===== config.mk =====
export PLATFORM = sky130hd
export DESIGN_NAME = wnc_proj_div
export DESIGN_NICKNAME = d
export VERILOG_FILES = /design/src/rtl/wall_near_clip_project_assert.svh /design/src/rtl/wnc_pkg.sv /design/src/rtl/wnc_proj_div.sv
export SDC_FILE = /design/constraint.sdc
export NUM_CORES = 2
export LEC_CHECK = 0
export BUFFER_PORTS_ARGS = -buffer_cell sky130_fd_sc_hd__buf_2
export CORE_UTILIZATION = 50
export CTS_BUF_LIST = sky130_fd_sc_hd__clkbuf_8
export CTS_CLUSTER_DIAMETER = 150
export CTS_CLUSTER_SIZE = 14
export DETAILED_ROUTE_END_ITERATION = 7
export PLACE_DENSITY = 0.65
export SLEW_MARGIN = 5
export SYNTH_ARGS = -nofsm -noshare
export SYNTH_HDL_FRONTEND = slang
export SYNTH_SLANG_ARGS = --single-unit

===== constraint.sdc =====
create_clock -name clock -period 9.9 [get_ports clock]
set_input_delay 1.485 -clock clock [delete_from_list [all_inputs] [get_ports clock]]
set_output_delay 1.485 -clock clock [all_outputs]
set_load 0.02 [all_outputs]

===== src/rtl/wall_near_clip_project_assert.svh =====
// assertion macros shared by the wall clip rtl
`ifndef WALL_NEAR_CLIP_PROJECT_ASSERT_SVH
`define WALL_NEAR_CLIP_PROJECT_ASSERT_SVH
`ifndef SYNTH
`define WNC_ASSERT_IMP(label, clk, rst, ante, cons) \
   label: assert property (@(posedge clk) disable iff (rst) (ante) |-> (cons)) \
      else $error("wnc: implication check failed");
`define WNC_ASSERT_NXT(label, clk, rst, ante, cons) \
   label: assert property (@(posedge clk) disable iff (rst) (ante) |=> (cons)) \
      else $error("wnc: next cycle check failed");
`else
`define WNC_ASSERT_IMP(label, clk, rst, ante, cons)
`define WNC_ASSERT_NXT(label, clk, rst, ante, cons)
`endif
`endif


===== src/rtl/wnc_pkg.sv =====
package wnc_pkg;

   localparam int MAX_SCREEN = 2048;

   // clip ratio divider, Q0.30 result
   localparam int CLIP_BITS = 30;
   localparam int CLIP_LAT  = CLIP_BITS + 1;

   // projection divider
   localparam int NUM_W    = 49;
   localparam int MAG_W    = NUM_W - 1;
   localparam int DEN_W    = 32;
   localparam int QBITS    = 23;
   localparam int CMP_W    = DEN_W + QBITS;
   localparam int QUO_W    = QBITS + 2;
   localparam int PROJ_LAT = QBITS + 2;

   typedef enum logic [2:0] {
      CSR_CAMERA_X      = 3'd0,
      CSR_CAMERA_Y      = 3'd1,
      CSR_CAMERA_Z      = 3'd2,
      CSR_VIEW_DIR_X    = 3'd3,
      CSR_VIEW_DIR_Y    = 3'd4,
      CSR_NEAR_LIMIT    = 3'd5,
      CSR_SCREEN_WIDTH  = 3'd6,
      CSR_SCREEN_HEIGHT = 3'd7
   } csr_index_type;

   typedef enum logic [1:0] {
      ST_AWAY    = 2'd0,
      ST_NEAR    = 2'd1,
      ST_OUTSIDE = 2'd2,
      ST_DRAW    = 2'd3
   } status_type;

   typedef struct packed {
      logic signed [31:0] end_a_x;
      logic signed [31:0] end_a_y;
      logic signed [31:0] end_b_x;
      logic signed [31:0] end_b_y;
      logic signed [31:0] ceiling_level;
      logic signed [31:0] floor_level;
      logic [11:0]        window_left;
      logic [11:0]        window_right;
      logic               is_portal;
   } req_type;

   typedef struct packed {
      status_type         status;
      logic               swapped;
      logic signed [15:0] left_column;
      logic signed [15:0] right_column;
      logic signed [15:0] left_top_row;
      logic signed [15:0] left_bottom_row;
      logic signed [15:0] right_top_row;
      logic signed [15:0] right_bottom_row;
      logic signed [31:0] left_depth;
      logic signed [31:0] right_depth;
      logic [11:0]        next_window_left;
      logic [11:0]        next_window_right;
   } rsp_type;

endpackage


===== src/rtl/wnc_proj_div.sv =====
module wnc_proj_div (
   input  logic                               clock,
   input  logic signed [wnc_pkg::NUM_W-1:0]   num,
   input  logic signed [wnc_pkg::DEN_W-1:0]   den,
   output logic signed [wnc_pkg::QUO_W-1:0]   quo
);
   import wnc_pkg::*;

   localparam logic [QUO_W-1:0] SAT = QUO_W'(1) << QBITS;

   // sign and magnitude setup
   logic [MAG_W-1:0] mag_n_in;
   logic [DEN_W-1:0] mag_d_in;
   logic             neg_in;
   logic             sat_in;

   logic [MAG_W-1:0] rem_ff  [QBITS+1];
   logic [DEN_W-1:0] den_ff  [QBITS+1];
   logic [QBITS-1:0] qb_ff   [QBITS+1];
   logic             neg_ff  [QBITS+1];
   logic             sat_ff  [QBITS+1];
   logic [MAG_W-1:0] rem_in  [QBITS];
   logic [QBITS-1:0] qb_in   [QBITS];
   logic [CMP_W-1:0] shifted [QBITS];
   logic             take    [QBITS];
   logic [QUO_W-1:0] qmag;
   logic [QUO_W-1:0] quo_in;
   logic [QUO_W-1:0] quo_ff;

   always_comb begin
      mag_n_in = num[NUM_W-1] ? MAG_W'(-num) : num[MAG_W-1:0];
      mag_d_in = den[DEN_W-1] ? DEN_W'(-den) : den;
      neg_in   = num[NUM_W-1] ^ den[DEN_W-1];
      // zero divisor or quotient beyond range saturates
      sat_in   = (mag_d_in == '0) ||
                 (CMP_W'(mag_n_in) >= (CMP_W'(mag_d_in) << QBITS));
   end

   // restoring divide, one quotient bit per stage
   always_comb begin
      for (int k = 0; k < QBITS; k++) begin
         shifted[k] = CMP_W'(den_ff[k]) << (QBITS - 1 - k);
         take[k]    = CMP_W'(rem_ff[k]) >= shifted[k];
         rem_in[k]  = take[k] ? MAG_W'(CMP_W'(rem_ff[k]) - shifted[k]) : rem_ff[k];
         qb_in[k]   = qb_ff[k] | (take[k] ? (QBITS'(1) << (QBITS - 1 - k)) : '0);
      end
   end

   // saturation, sign, and floor for negative quotients
   always_comb begin
      qmag = QUO_W'(qb_ff[QBITS]);
      if (sat_ff[QBITS]) begin
         quo_in = neg_ff[QBITS] ? QUO_W'(-SAT) : SAT;
      end else if (neg_ff[QBITS]) begin
         quo_in = QUO_W'(-qmag - QUO_W'(rem_ff[QBITS] != '0));
      end else begin
         quo_in = qmag;
      end
   end

   always_ff @(posedge clock) begin
      rem_ff[0] <= mag_n_in;
      den_ff[0] <= mag_d_in;
      qb_ff[0]  <= '0;
      neg_ff[0] <= neg_in;
      sat_ff[0] <= sat_in;
      for (int k = 0; k < QBITS; k++) begin
         rem_ff[k+1] <= rem_in[k];
         den_ff[k+1] <= den_ff[k];
         qb_ff[k+1]  <= qb_in[k];
         neg_ff[k+1] <= neg_ff[k];
         sat_ff[k+1] <= sat_ff[k];
      end
      quo_ff <= quo_in;
   end

   assign quo = $signed(quo_ff);

endmodule


# After elaboration in Yosys (flattened, before gate mapping)
# Memories as Yosys holds them, arrays and structs flattened.
# Cells that the tools add are included.
[totals]
regBits = 25
mem_bits_rw = 2520
wordCells = 135
memories = 5
[classes]
add_sub_neg = 27
magnitude_cmp = 24
muxes = 51
bitwise = 24
n_reduce_logical = 3
[memory_table]
columns = ["name", "depth", "word_bits", "read_ports", "rd_ports_with_merged_regs", "write_ports", "line", "text"]
rows = [
  ["rem_ff", 24, 48, 24, 0, 24, "wnc_proj_div.sv:17", "logic [MAG_W-1:0] rem_ff [QBITS+1];"],
  ["den_ff", 24, 32, 23, 0, 24, "wnc_proj_div.sv:18", "logic [DEN_W-1:0] den_ff [QBITS+1];"],
  ["qb_ff", 24, 23, 24, 0, 24, "wnc_proj_div.sv:19", "logic [QBITS-1:0] qb_ff [QBITS+1];"],
  ["neg_ff", 24, 1, 24, 0, 24, "wnc_proj_div.sv:20", "logic neg_ff [QBITS+1];"],
  ["sat_ff", 24, 1, 24, 0, 24, "wnc_proj_div.sv:21", "logic sat_ff [QBITS+1];"],
]
[ops]
columns = ["operator", "n"]
rows = [
  ["$mux W48", 24],
  ["$sub A48 B48 Y48", 7],
  ["$mux W25", 3],
  ["$ge A48 B55 Y1", 1],
  ["$ge A48 B54 Y1", 1],
  ["$ge A48 B53 Y1", 1],
  ["$ge A48 B52 Y1", 1],
  ["$ge A48 B51 Y1", 1],
  ["$ge A48 B50 Y1", 1],
  ["$ge A48 B49 Y1", 1],
  ["$ge A48 B32 Y1", 1],
  ["$ge A48 B33 Y1", 1],
  ["$ge A48 B34 Y1", 1],
  ["$ge A48 B35 Y1", 1],
  ["$ge A48 B36 Y1", 1],
  ["$ge A48 B37 Y1", 1],
  ["$ge A48 B38 Y1", 1],
  ["$ge A48 B39 Y1", 1],
  ["$ge A48 B40 Y1", 1],
  ["$ge A48 B41 Y1", 1],
  ["$ge A48 B42 Y1", 1],
  ["$ge A48 B43 Y1", 1],
  ["$ge A48 B44 Y1", 1],
  ["$ge A48 B45 Y1", 1],
  ["other kinds (74)", 74],
]

# Logic depth before layout (Yosys ltp)
# An unclocked memory read counts as a cell.
[depth]
depth_word = 5
mapped_depth = 23

# Least setup slack after synthesis
# Ideal clock, no wire load.
[synth_timing]
path_kind = "input-to-reg"
start = "in num[6] (netlist name)"
end = "mem sat_ff[0][0]"
setup_time_ps = 81
t_arrival_ps = 7727
t_required_ps = 9819
setup_slack_ps = 2092
stages = 22
path_cell_list = "or4_4 or2_4 or3_4 or4_4 or4_4 or4_4 or3_1 or4_1 or4_1 buf_2 o31ai_2 xnor2_1 ha_1 nand4_1 nor3_1 nand2_1 or4_1 or4_1 nor4_1 and3_1 a21oi_1 a41oi_1"
[synth_lines]
columns = ["element", "line", "text"]
rows = [
  ["start, declared", "wnc_proj_div.sv:3", "input logic signed [wnc_pkg::NUM_W-1:0] num,"],
  ["end, declared", "wnc_proj_div.sv:21", ""],
]

==> metrics.md <==
| Metric | Value |
|---|---|
| Final Util | 53.4% |
| GRT busiest layer | met2 |
| Crit. End Element | register |
| Maxcap violations | 0 |
| Area of the multi-input gates | 48,900 um2 |
| Dpl hpwl | 191,000 um |
| Worst slew pin tran | 1200 ps |
| Synth Register Bits | 2,237 |
| Fin worst setup slack | 1780 ps |
| Post-synth EDFFs | 0 |
| Vias in the first global route | 70,300 |
| Number of library cell types mapped by synthesis | 84 |
| Worst path required time | 10,770 ps |
| Post-synth top cells | 2,237 x dfxtp_1, 983 x inv_1, 839 x a21oi_1 |
| Async SR Flop Fraction | 0% |
| Pin count of the biggest net entering global routing | 70 |
| Routed via count | 72,500 |
| Initial DRC Count | 4,768 |
| Fin. max-slew vios | 0 |
| Cell area after synthesis | 98,100 um2 |
| Total CTS buffers | 177 |
| Wire per inst | 18.3 um |
| Die Y | 445 um |
| Worst-skew pair later-pin latency | 960 ps |
| IO Pins | 107 |
| Hold WC Path Type | register to register |
| Gate Count Post-Synth | 10,500 |
| Post-CTS Hold Buffers | 0 |
| Critical path class | input pin to register |
| Gpl congestion | 0.922 |
| Register Area | 44,800 um2 |
| Pwr dens | 337 nW/um2 |
| Most common cell in the netlist | dfxtp_1 |
| I/O Buffers | 106 |
| Worst EP arrival | 8990 ps |
| Crit path max fanout | 5 |
| Clock transition at path regs | 100 ps |
| Met3 Usage GRT | 2.89% |
| Rel. slew slack | 20.2% |
| Total negative setup slack | 0 ps |
| Antenna-violating nets left | 0 |
| Leak pwr | 46.9 nW |
| Placement row count | 162 |
| Status | completed |
| Post_cts resized | 0 |
| Worst slack at placement | 880 ps |
| Grt met2 use | 41.4% |
| DRC | 0 |
| Top cell type's share of synthesized area | 45.6% |
| Main synth FF type | dfxtp_1 |
| CTS tree | done |
| Clk buf depth | 3 |
| Routing usage on met1 | 31.0% |
| Root Buffer Master | clkbuf_8 |
| Die area | 198,000 um2 |
| Pre-antenna DRT Iters | 8 |
| H-tree Lvls | 4 |
| Nets | 11,400 |
| Total gr overflow | 0 |
| Cell area after placement | 101,000 um2 |
| RSZ-0062 raised after global routing | no |
| DRT Wirelength | 241,000 um |
| Peak VDD IR | 0.000155 V |
| Sequential area share after synthesis | 45.6% |
| Top cells by area, synth | dfxtp_1 46%, ha_1 9.8%, xnor2_1 4.4% |
| Core area | 195,000 um2 |
| Max Clock Skew | 57.8 ps |
| Initial Util | 50.3% |
| Fin area | 104,000 um2 |
| Layout cells sized above 1 | 6.08% |
| Final min period | 8120 ps |
| Post-CTS setup buffers | 0 |
| # clock sinks | 2,237 |
| Critical path startpoint category | input pin |
| Die width | 445 um |
| Syn_nets | 11,300 |
| Cell taking the most area after synthesis | dfxtp_1 |
| YS warnings | 0 |
| DR vias/cell | 5.49 |
| # setup viols final | 0 |
| Initial antenna violation count | 7 |
| Total routing usage reported by global routing | 23.8% |
| Tcrit/Tclk final | 82.0% |
| Area Growth Syn to Fin | 6.09% |
| Final Hold Fails | 0 |
| Max Freq | 123 MHz |
| Mapped Avg Cell Area | 9.38 um2 |
| # fillers | 17,900 |
| First-pass GRT wire length | 378,000 um |
## cells by family (layout without fill, tap and decap cells)
group	Yosys count	count (layout)	synth area share [%]
buf+inv	1208	1310	4.63
other cells	0	6	0
simple gates	2505	2505	12.5
xor+xnor	821	821	7.33
mux	256	256	2.89
compound gates	2642	2642	16.8
flops	2237	2237	45.6
fa+ha+maj	792	792	10.3
## final timing paths
kind	startpoint	endpoint	slack [ps]	depth (start not counted)
worst min-delay path	qb_ff[2][42]	qb_ff[2][65]	320	0
worst min register to register	qb_ff[2][42]	qb_ff[2][65]	320	0
worst max register to register	den_ff[0][231]	rem_ff[1][17]	5120	14
worst max-delay path	num[4]	sat_ff[0][0]	1780	22
## metrics by stage
stage	hold WS (ps)	cells	power (mW)
global route	311	13200	37.8
global placement	310	13000	30.3
CTS	303	13200	35.1
finish	317	13200	35.0
floorplan	310	10500	26.1
detailed placement	312	13000	30.5
## cell type report
cell class	count	share of cell area (%)
multi-input combinational	7016	47.0
sequential	2237	43.0
inverter	983	3.54
tap	2624	3.15
clock buffer	177	2.34
timing repair buffer	134	0.712
clock inverter	16	0.183
antenna	6	0.0144
## flip-flops by register name, summed over array words and instances, names as in the netlist
signal and flops:
rem_ff 1152, den_ff 736, qb_ff 276, quo 25
neg_ff 24, sat_ff 24
## cell usage in the layout, fill, tap and decap left out, types with 177 or more instances in the layout
master,Yosys,routed
a21o_1,411,411
nor2_1,657,656
xnor2_1,490,490
inv_1,983,982
o21ai_0,636,634
xor2_1,331,331
ha_1,769,769
mux2_2,221,221
a21oi_1,839,836
dfxtp_1,2237,2236
nand2_1,699,699
clkbuf_8,0,177
## worst max-delay path, cell delays in order
cell and delay, ps:
buf_2 130, or4_4 530, or2_4 270, or3_4 360, or4_4 450, or4_4 530
or4_4 510, or3_1 410, or4_1 470, or4_1 650, o31ai_2 310, xnor2_1 140
ha_1 310, nand4_1 90, nor3_1 390, nand2_1 200, or4_1 560, or4_1 400
nor4_1 150, and3_1 330, a21oi_1 120, a41oi_1 200
## layer usage
metal  wire length, um  vias to the layer above  share of wire (%)
met3             10200                      355                4.2
met4              5630                        0                2.3
met1            109000                    34200                 45
met5                 0                        -                  0
met2            117000                     1524                 48
li1                  -                    36300                  -
## where the power goes
group          internal [mW]  total, mW  switching [mW]
combinational           7.57       17.2            9.63
clock                   1.63       4.48            2.85
sequential              11.6       13.4            1.74
No activity file was read; power rests on OpenSTA's default activity.
